File: src/sv/nvkt_pkg.sv
// ----------------------------------------------------------------------------
// nvkt_pkg
// Shared constants for the named vector key table: command and status codes,
// stream field layout and parameter defaults.
// ----------------------------------------------------------------------------
package nvkt_pkg;

    localparam int DEPTH_DEF     = 16;
    localparam int KEY_BYTES_DEF = 8;

    // command codes
    localparam logic [1:0] OP_STORE = 2'd0;
    localparam logic [1:0] OP_FIND  = 2'd1;
    localparam logic [1:0] OP_CLEAR = 2'd2;

    // status codes
    localparam logic [1:0] ST_OK       = 2'd0;
    localparam logic [1:0] ST_NOTFOUND = 2'd1;
    localparam logic [1:0] ST_FULL     = 2'd2;

    localparam int OP_W    = 2;
    localparam int KEY_W   = 64;
    localparam int COMP_W  = 32;
    localparam int CNT_W   = 5;
    localparam int IN_W    = 168;
    localparam int OUT_W   = 104;

endpackage

File: src/sv/named_vector_key_table.sv
// ----------------------------------------------------------------------------
// named_vector_key_table
// Keyed table of named three-component entries with store, find and clear.
// ----------------------------------------------------------------------------
// Commands enter on the s_ stream, one request at a time; each gives exactly
// one response on the m_ stream. A store replaces the first entry whose key
// matches or appends a new one, reporting full when there is no room. A find
// returns the first matching entry's components or not-found with zeros. A
// clear empties the table.
// Keys are compared as strings: only the low KEY_BYTES bytes count and bytes
// after the first zero byte are ignored.
// Scan: store and find scan the held entries one at a time through a
// single-port key/value memory, reading each entry and then comparing it,
// and stop early on a match; clear and unused codes, which answer OK, go
// straight to the response. s_tready is high only between commands, so the
// next request is taken only once the response register has been loaded.
// The response sits in an output register; a stalled receiver holds the
// block at the end of the next command until the register is taken.
// Reset empties the table at once; the memories themselves are not cleared.
// ----------------------------------------------------------------------------
module named_vector_key_table #(
    parameter int DEPTH     = nvkt_pkg::DEPTH_DEF,
    parameter int KEY_BYTES = nvkt_pkg::KEY_BYTES_DEF
) (
    input  logic                      clk,
    input  logic                      rst_n,
    input  logic                      s_tvalid,
    output logic                      s_tready,
    input  logic [nvkt_pkg::IN_W-1:0]  s_tdata,  // opcode, key_name, in_x, in_y, in_z, pad
    output logic                      m_tvalid,
    input  logic                      m_tready,
    output logic [nvkt_pkg::OUT_W-1:0] m_tdata   // status, out_x, out_y, out_z, entry_count, pad
);

    localparam int KW     = 8 * KEY_BYTES;
    localparam int FILL_W = $clog2(DEPTH + 1);
    localparam int IDX_W  = (DEPTH > 1) ? $clog2(DEPTH) : 1;
    localparam int VAL_W  = 3 * nvkt_pkg::COMP_W;
    localparam int OUT_PAD = nvkt_pkg::OUT_W - 2 - VAL_W - nvkt_pkg::CNT_W;

    localparam logic [1:0] S_IDLE = 2'd0;
    localparam logic [1:0] S_RD   = 2'd1;
    localparam logic [1:0] S_CMP  = 2'd2;
    localparam logic [1:0] S_RESP = 2'd3;

    logic [1:0]        state_reg, state_next;
    logic [FILL_W-1:0] fill_reg, fill_next;
    logic [FILL_W-1:0] cnt_reg, cnt_next;
    logic              m_tvalid_reg, m_tvalid_next;
    logic [nvkt_pkg::OUT_W-1:0] m_tdata_reg, m_tdata_next;

    logic [1:0]        op_reg, op_next;
    logic [KW-1:0]     key_reg, key_next;
    logic [VAL_W-1:0]  val_reg, val_next;
    logic [1:0]        res_status_reg, res_status_next;
    logic [VAL_W-1:0]  res_val_reg, res_val_next;

    logic [KW-1:0]     key_mem [0:DEPTH-1];
    logic [VAL_W-1:0]  val_mem [0:DEPTH-1];
    logic [KW-1:0]     key_rd_reg;
    logic [VAL_W-1:0]  val_rd_reg;

    logic              mem_we;
    logic [IDX_W-1:0]  mem_addr;
    logic [KW-1:0]     key_norm;
    logic [63:0]       key_in;
    logic              accept;

    assign s_tready = (state_reg == S_IDLE);
    assign accept   = s_tvalid && s_tready;
    assign m_tvalid = m_tvalid_reg;
    assign m_tdata  = m_tdata_reg;
    assign key_in   = s_tdata[65:2];

    // string view of the key: bytes after the first zero byte read as zero
    always_comb
    begin
        logic alive;
        alive    = 1'b1;
        key_norm = '0;
        for (int b = 0; b < KEY_BYTES; b++)
        begin
            if (key_in[8*b +: 8] == 8'd0)
                alive = 1'b0;
            if (alive)
                key_norm[8*b +: 8] = key_in[8*b +: 8];
        end
    end

    always_comb
    begin
        state_next      = state_reg;
        fill_next       = fill_reg;
        cnt_next        = cnt_reg;
        m_tvalid_next   = m_tvalid_reg;
        m_tdata_next    = m_tdata_reg;
        op_next         = op_reg;
        key_next        = key_reg;
        val_next        = val_reg;
        res_status_next = res_status_reg;
        res_val_next    = res_val_reg;
        mem_we          = 1'b0;
        mem_addr        = cnt_reg[IDX_W-1:0];

        if (m_tvalid_reg && m_tready)
            m_tvalid_next = 1'b0;

        case (state_reg)
            S_IDLE:
            begin
                if (accept)
                begin
                    op_next         = s_tdata[1:0];
                    key_next        = key_norm;
                    val_next        = s_tdata[161:66];
                    res_status_next = nvkt_pkg::ST_OK;
                    res_val_next    = '0;
                    cnt_next        = '0;
                    case (s_tdata[1:0])
                        nvkt_pkg::OP_STORE,
                        nvkt_pkg::OP_FIND:  state_next = S_RD;
                        nvkt_pkg::OP_CLEAR:
                        begin
                            fill_next  = '0;
                            state_next = S_RESP;
                        end
                        default:            state_next = S_RESP;
                    endcase
                end
            end
            S_RD:
            begin
                if (cnt_reg == fill_reg)
                begin
                    // scanned every held entry without a match
                    state_next = S_RESP;
                    if (op_reg == nvkt_pkg::OP_FIND)
                        res_status_next = nvkt_pkg::ST_NOTFOUND;
                    else if (fill_reg < FILL_W'(DEPTH))
                    begin
                        mem_we    = 1'b1;
                        mem_addr  = fill_reg[IDX_W-1:0];
                        fill_next = fill_reg + 1'b1;
                    end
                    else
                        res_status_next = nvkt_pkg::ST_FULL;
                end
                else
                    state_next = S_CMP;
            end
            S_CMP:
            begin
                if (key_rd_reg == key_reg)
                begin
                    state_next = S_RESP;
                    if (op_reg == nvkt_pkg::OP_FIND)
                        res_val_next = val_rd_reg;
                    else
                        mem_we = 1'b1;
                end
                else
                begin
                    cnt_next   = cnt_reg + 1'b1;
                    state_next = S_RD;
                end
            end
            S_RESP:
            begin
                if (!m_tvalid_reg || m_tready)
                begin
                    m_tvalid_next = 1'b1;
                    m_tdata_next  = {{OUT_PAD{1'b0}}, nvkt_pkg::CNT_W'(fill_reg),
                                     res_val_reg, res_status_reg};
                    state_next    = S_IDLE;
                end
            end
            default: state_next = S_IDLE;
        endcase
    end

    always_ff @(posedge clk or negedge rst_n)
    begin
        if (!rst_n)
        begin
            state_reg    <= S_IDLE;
            fill_reg     <= '0;
            cnt_reg      <= '0;
            m_tvalid_reg <= 1'b0;
        end
        else
        begin
            state_reg    <= state_next;
            fill_reg     <= fill_next;
            cnt_reg      <= cnt_next;
            m_tvalid_reg <= m_tvalid_next;
        end
    end

    always_ff @(posedge clk)
    begin
        m_tdata_reg    <= m_tdata_next;
        op_reg         <= op_next;
        key_reg        <= key_next;
        val_reg        <= val_next;
        res_status_reg <= res_status_next;
        res_val_reg    <= res_val_next;
    end

    // single-port key and value memories, registered read
    always_ff @(posedge clk)
    begin
        if (mem_we)
        begin
            key_mem[mem_addr] <= key_reg;
            val_mem[mem_addr] <= val_reg;
        end
        key_rd_reg <= key_mem[mem_addr];
        val_rd_reg <= val_mem[mem_addr];
    end

endmodule

File: config.mk
export PLATFORM = sky130hd
export DESIGN_NAME = named_vector_key_table
export DESIGN_NICKNAME = d
export VERILOG_FILES = /design/src/sv/nvkt_pkg.sv /design/src/sv/named_vector_key_table.sv
export SDC_FILE = /design/constraint.sdc
export NUM_CORES = 2
export LEC_CHECK = 0
export BUFFER_PORTS_ARGS = -buffer_cell sky130_fd_sc_hd__buf_4
export CORE_ASPECT_RATIO = 1.5
export CORE_MARGIN = 2
export CORE_UTILIZATION = 60
export CTS_CLUSTER_SIZE = 12
export DETAILED_ROUTE_END_ITERATION = 10
export PLACE_DENSITY = 0.82
export SLEW_MARGIN = 40
export SYNTH_ARGS = -nofsm -noshare
export SYNTH_HDL_FRONTEND = slang
export SYNTH_SLANG_ARGS = --single-unit
File: constraint.sdc
create_clock -name clk -period 32.5 [get_ports clk]
set_input_delay 1.625 -clock clk [delete_from_list [all_inputs] [get_ports clk]]
set_output_delay 1.625 -clock clk [all_outputs]
set_load 0.005 [all_outputs]
**Word level (Yosys, flattened, before mapping)**

Memories as Yosys holds them, arrays and structs flattened. A register that Yosys moved wholly into a read port is not among the register bits.
Cells that the tools add are included.

- Flip-flop bits (word level): 376
- Latch bits: 0
- RAM bits: 2,560
- Memory bits (read-only): 0
- Input port bits: 172
- Output and inout port bits: 106
- Logic and storage cells: 111
- Memories: 2

Memory list:

| memory | words | width | read ports | clocked after Yosys merged registers in | write ports | RTL line | source |
|---|---|---|---|---|---|---|---|
| val_mem | 16 | 96 | 1 | 1 | 1 | named_vector_key_table.sv:59 | `logic [VAL_W-1:0] val_mem [0:DEPTH-1];` |
| key_mem | 16 | 64 | 1 | 1 | 1 | named_vector_key_table.sv:58 | `logic [KW-1:0] key_mem [0:DEPTH-1];` |

- $add $sub $neg: 2
- $mul: 0
- Div/mod/pow operators: 0
- Magnitude comparators: 1
- Eq/ne operators: 18
- Shifts and indexed selects: 0
- Multiplexer cells: 47
- Bitwise logic cells: 0
- Reductions and logical operators: 24

Operators with widths:

| cell | count |
|---|---|
| $mux W96 | 3 |
| $pmux W96 S2 | 1 |
| $eq A64 B64 Y1 | 1 |
| $logic_not A8 Y1 | 8 |
| $mux W5 | 7 |
| $pmux W5 S2 | 2 |
| $mux W1 | 19 |
| $mux W2 | 8 |
| $mux W4 | 4 |
| $ne A2 B2 Y1 const B | 7 |
| $add A5 B1 Y5 const B | 2 |
| $pmux W2 S4 | 1 |
| $reduce_and A4 Y1 | 2 |
| $eq A2 B1 Y1 const B | 3 |
| $eq A2 B2 Y1 const B | 3 |
| $reduce_and A2 Y1 | 3 |
| $reduce_and A6 Y1 | 1 |
| $eq A5 B5 Y1 | 1 |
| $lt A5 B5 Y1 const B | 1 |
| $logic_not A2 Y1 | 2 |
| $ne A2 B1 Y1 const B | 2 |
| $pmux W2 S2 | 1 |
| $reduce_bool A2 Y1 | 2 |
| $ne A3 B3 Y1 const B | 1 |
| 6 further kinds | 7 |

**Depth between registers and ports, before layout**

- Word-level depth: 9
- Mapped depth: 8
- Depth with buffers taken out: 8

**Worst setup path after synthesis**

OpenSTA, ideal clock, no wires.

- Path kind: reg2reg
- Start point: register key_reg[23]
- End point: memory key_mem[11][0] in the netlist's numbering (enable)
- Library setup time: 1.129 ns
- Data arrival time: 17.882 ns
- Required time: 31.371 ns
- Path slack: 13.489 ns
- Cell stages (with the launch flop): 8
- Buffers on the path: 1
- Period minus slack after synthesis: 19.011 ns
- Cell sequence: edfxtp_1 -> xnor2_1 -> nand4_1 -> nor4_1 -> and4_1 -> buf_2 -> a21oi_2 -> nor4b_1

- Longest elaborated chain between the ends: 5

RTL lines:

| element | RTL line | source |
|---|---|---|
| from (decl) | named_vector_key_table.sv:53 | `logic [KW-1:0] key_reg, key_next;` |
| from (signal assigned) | named_vector_key_table.sv:203 | `key_reg <= key_next;` |
| $eq A64 B64 Y1 | named_vector_key_table.sv:153 | `if (key_rd_reg == key_reg)` |
| $mux W1 | named_vector_key_table.sv:153 |  |
| $pmux W1 S2 | named_vector_key_table.sv:108 | `case (state_reg)` |
| $mux W1 | named_vector_key_table.sv:212 | `if (mem_we)` |
| $mux W1 (implied by the code) | named_vector_key_table.sv:214 | `key_mem[mem_addr] <= key_reg;` |
| to (decl) | named_vector_key_table.sv:58 |  |

Every way passes these cells.

**Worst setup path after layout**

- Start point: register key_reg[35]
- End point: memory val_mem[7][28] in the netlist's numbering (enable)

- Longest elaborated chain between the ends: 5

RTL lines:

| element | RTL line | source |
|---|---|---|
| $eq A64 B64 Y1 | named_vector_key_table.sv:153 |  |
| $mux W1 | named_vector_key_table.sv:153 |  |
| $pmux W1 S2 | named_vector_key_table.sv:108 |  |
| $mux W1 | named_vector_key_table.sv:212 |  |
| $mux W1 (implied by the code) | named_vector_key_table.sv:215 | `val_mem[mem_addr] <= val_reg;` |
| to (decl) | named_vector_key_table.sv:59 |  |

Every way passes these cells.

==> results by stage <==
STA:
- The worst hold slack is 0.413 ns.
- The clock arrives with ~0.057 ns of skew.
- The final-report setup violation count is 0.
- The number of pins exceeding their max-slew limit in the final report was 0.
- Setup repair after global routing left no endpoint under its margin.
- In this run the tightest slew margin relative to its limit is 39.6%.
- The hold violation count in the final report is 0.
- The worst path setup slack after routing is ~27 ns.
- The fmax is 170 MHz.
- For the pin with the worst max-slew slack, the measured transition is 0.906 ns.
- The share of the clock period used by the worst path is 18.1%.
- The worst path needs 5.88 ns of the cycle, external delays included.
- Summed over all failing endpoints, the final setup total negative slack is 0 ns.

Placed design:
- The congestion estimate from routability-driven global placement came to ~0.75.
- Timing analysis after detailed placement gives a worst setup slack of 27.04 ns.
- The HPWL after detailed placement is 127000 um.
- Buffers placed on the I/O ports in this run total 270.

Drt:
- Once detail routing completed, the nets flagged for antenna violations numbered 0.
- The mean number of vias per cell is 6.92.
- The total wirelength of the detailed-routed design is approximately 290000 um.
- The average wire length per cell after detail routing is between 30 and 40 um.
- For this block, the initial DRC count from the detailed router was roughly 8200.
- In the routed design, unresolved DRC markers number 0.
- The via count is 52900.
- The first-pass detailed-route iteration total is 6.

Die:
- The total area inside the core boundary comes to 0.188 mm^2.
- The die is 358 um wide.
- The floorplan step defined a die boundary enclosing around 0.19 mm^2.
- For this configuration, the core starts out at a cell density of 60.2%.
- Measured along the y axis, the die boundary spans 535 um.
- The I/O pin count is 278.
- The number of cell rows is 195.

Yosys:
- The post-synthesis share of cell area spent on xor and xnor gates is less than 1%.
- After synthesis, the largest family of logic cells by area is multiplexers.
- The post-synthesis cell type count is 49.
- After Yosys synthesis, and, or, nand and nor cells account for 1.42% of the synthesized area.
- The average cell area after synthesis is roughly 25 um^2.
- The complex-gate fraction of the synthesized area is 0.154%.
- The post-synthesis sequential element count is 3096.
- The cell count after synthesis came out at 4483.
- When the netlist entered floorplanning its net count stood at 4661.
- The synthesized-area fraction occupied by adder cells is 0.0665%.
- After synthesis, flip-flops and latches occupy ~81% of the total area.
- The proportion of synthesized area in mux cells is ~16%.
- The synthesized netlist occupies a cell area of 0.113 mm^2.
- The number of warning messages in the yosys log is 0.

Clocking:
- After clock tree synthesis, the clock-pin slew on the worst setup and hold paths is 0.06 ns.
- The maximum number of buffers from clock root to sink is 4.
- The number of hold buffers added after cts is 0.
- The clock drives 3096 sinks.
- In this run the number of H-tree levels came out at 5.
- The number of buffers added by the clock tree synthesis step is 303.
- The tree is rooted in a clkbuf_16.
- Post-CTS timing repair inserted 0 buffers for setup.
- The later-pin clock latency in the skew report is 0.86 ns.
- The number of gates resized after cts is 0.
- TritonCTS built the clock tree.

Global routing:
- The total routing resource utilization after global routing is a little under a third.
- The number of antenna violations at the first check in global routing is 14.
- The via count of the first global-routing pass is 55000.
- In the global route stage, met1 resource usage came out at between 40% and 50%.
- The maximum number of pins on one net before global-route repair is 94.
- The first-pass GRT wire length is 408000 um.
- Global routing used 49.9% of the available met2 tracks.
- The met3 routing resource usage after global routing is 6.05%.
- The busiest layer in global routing is met2.
- The total overflow left after global routing is 0.

Power and ir drop:
- Net switching is a little over a quarter of the power.
- The clock network fraction of total power is 32.1%.
- The internal power of the cells is between 7 and 8 mW.
- The leakage power is around 40 nW.
- The power per cell area is 80.4 mW/mm^2.
- The share of total power dissipated in combinational logic is between 15 and 20%.
- The part of the total power dissipated in sequential elements is 49.9%.
- VDD sags by at most between 50 and 60 uV.
- The power spent charging and discharging nets is 2.70 mW.

Layout:
- The number of flip-flops under the largest register name is roughly 1500.
- The area occupied by registers is ~0.091 mm^2.
- The fraction of final layout cells with drive strength greater than 1 is 29.8%.
- In the final layout, the multi-input gates occupy 0.0206 mm^2.
- The number of filler instances in the final layout is 10200.
- Leaving out fill and tap cells, the most frequent cells in the layout are edfxtp_1 (2923), mux4_2 (800), clkbuf_16 (308).
- The most frequent standard cell in the layout excluding fill and tap cells is edfxtp_1.
- The count of nets after finishing is 5133.
- From synthesis to final layout, the design area changed by 12.9%.
- The final core utilization is 67.9%.

Worst setup path:
- The count of cell instances traversed by the critical path is 8.
- Counting cells, the worst reg-to-reg path comes to 8.
- The largest delay contributor family on the critical path is simple AND/OR/NAND/NOR gates.
- The signal on the critical path passes through xnor2_1 -> nand4_1 -> nor4_1 -> and4_1 -> a21oi_4 -> nor4b_2 -> buf_6 -> buf_4.
- At the worst endpoint, the required time is 32.97 ns.
- The number of buffers and inverters on the critical path is 2.
- Among all stages on the critical path, the largest delay is contributed by nor4_1.
- STA classifies the critical path endpoint as a register.
- The arrival time at the worst endpoint is 6.35 ns.
- STA classifies the critical path startpoint as a register.
- The critical path is of the register to register type.
- The maximum fanout along the worst path is 53.
- The register-to-register path setup slack is 26.62 ns.
- The largest single stage delay on the critical path is 0.85 ns.

Flow run:
- The number of maximum-capacitance constraint violations is 0.

Status:
- The run finished with clean final reports.

Worst hold path:
- The number of cells on the worst hold path is 0.
- The min-delay analysis places its worst path in the category register to register.
metrics by stage:
step | power (mW) | instances | area, um^2
2_1_floorplan | 6.37 | 4483 | 113000
3_3_place_gp | 6.83 | 7092 | 118000
3_5_place_dp | 6.93 | 7110 | 119000
4_1_cts | 10.3 | 7636 | 127000
5_1_grt | 10.5 | 7641 | 127000
6_report | 10.2 | 7645 | 127000
layer usage:
layer | share of wire (%) | vias up | wire, um
met5 | 0.0024 | - | 7
met4 | 4.1 | 2 | 11600
met3 | 11 | 619 | 30400
met2 | 51 | 4299 | 147000
met1 | 34 | 28000 | 97100
li1 | - | 20000 | -
path summary, 6_finish.rpt:
| kind | startpoint | to |
|---|---|---|
| min in group asynchronous | rst_n | fill_reg[2] |
| max in group asynchronous | rst_n | cnt_reg[2] |
| worst min-delay path | res_val_reg[44] | m_tdata[46] |
| worst max register to register | key_reg[35] | val_mem[7][28] |
| worst min register to register | res_val_reg[44] | m_tdata[46] |
| worst max-delay path | key_reg[35] | val_mem[7][28] |
synthesized netlist by cell type (all sizes together):
cell	count	area, um^2
or3	1	6.26
a21boi	2	26.3
o21ai	10	50.0
a22o	1	8.76
mux2	1	11.3
nor4b	2	17.5
nor2	19	78.8
nor3	19	95.1
a21oi	6	33.8
and3	9	56.3
or2	1	6.26
mux2i	1	10.0
ha	6	75.1
dfxtp	160	3200
a41oi	1	8.76
nand2b	2	12.5
and2	138	863
nand3	6	30.0
edfxtp	2923	87800
or4	4	33.8
a21o	1	7.51
nor3b	1	7.51
inv	8	30.0
xor2	5	43.8
o22ai	1	6.26
a211oi	2	20.0
nor2b	1	6.26
clkbuf	98	368
nor4	17	106
nand3b	6	45.0
mux4	800	18000
dfrtp	13	325
nand2	10	37.5
and4	2	17.5
a31oi	2	12.5
conb	1	3.75
buf	110	671
nand4	19	119
and2b	8	60.1
xnor2	66	578
final cells by class:
cell class | count | area share, %
multi-input cells | 1171 | 16.2
repair buffers | 375 | 2.76
clock buffers | 505 | 6.68
clock inverters | 21 | 0.250
diodes | 7 | 0.0137
inverters | 8 | 0.0295
well taps | 2462 | 2.42
flip-flops and latches | 3096 | 71.7
cells by family (layout without fill, tap and decap cells):
group | after synthesis | after routing
buffers and inverters | 216 | 909
muxes | 802 | 802
other | 1 | 8
and+or+nand+nor | 265 | 265
DFF | 3096 | 3096
xor gates and xnor gates | 71 | 71
adders and majority gates | 6 | 6
AOI/OAI and AO/OA | 26 | 26
power groups by stage:
| stage | Clock [mW] | Combinational (mW) | Sequential [mW] |
|---|---|---|---|
| after floorplan | 0 | 1.28 | 5.09 |
| after detailed placement | 0 | 1.76 | 5.17 |
| final | 3.29 | 1.84 | 5.12 |
| after CTS | 3.32 | 1.85 | 5.11 |
| after global placement | 0 | 1.68 | 5.15 |
| after global routing | 3.45 | 1.92 | 5.15 |
No activity file was read; power rests on OpenSTA's default activity.
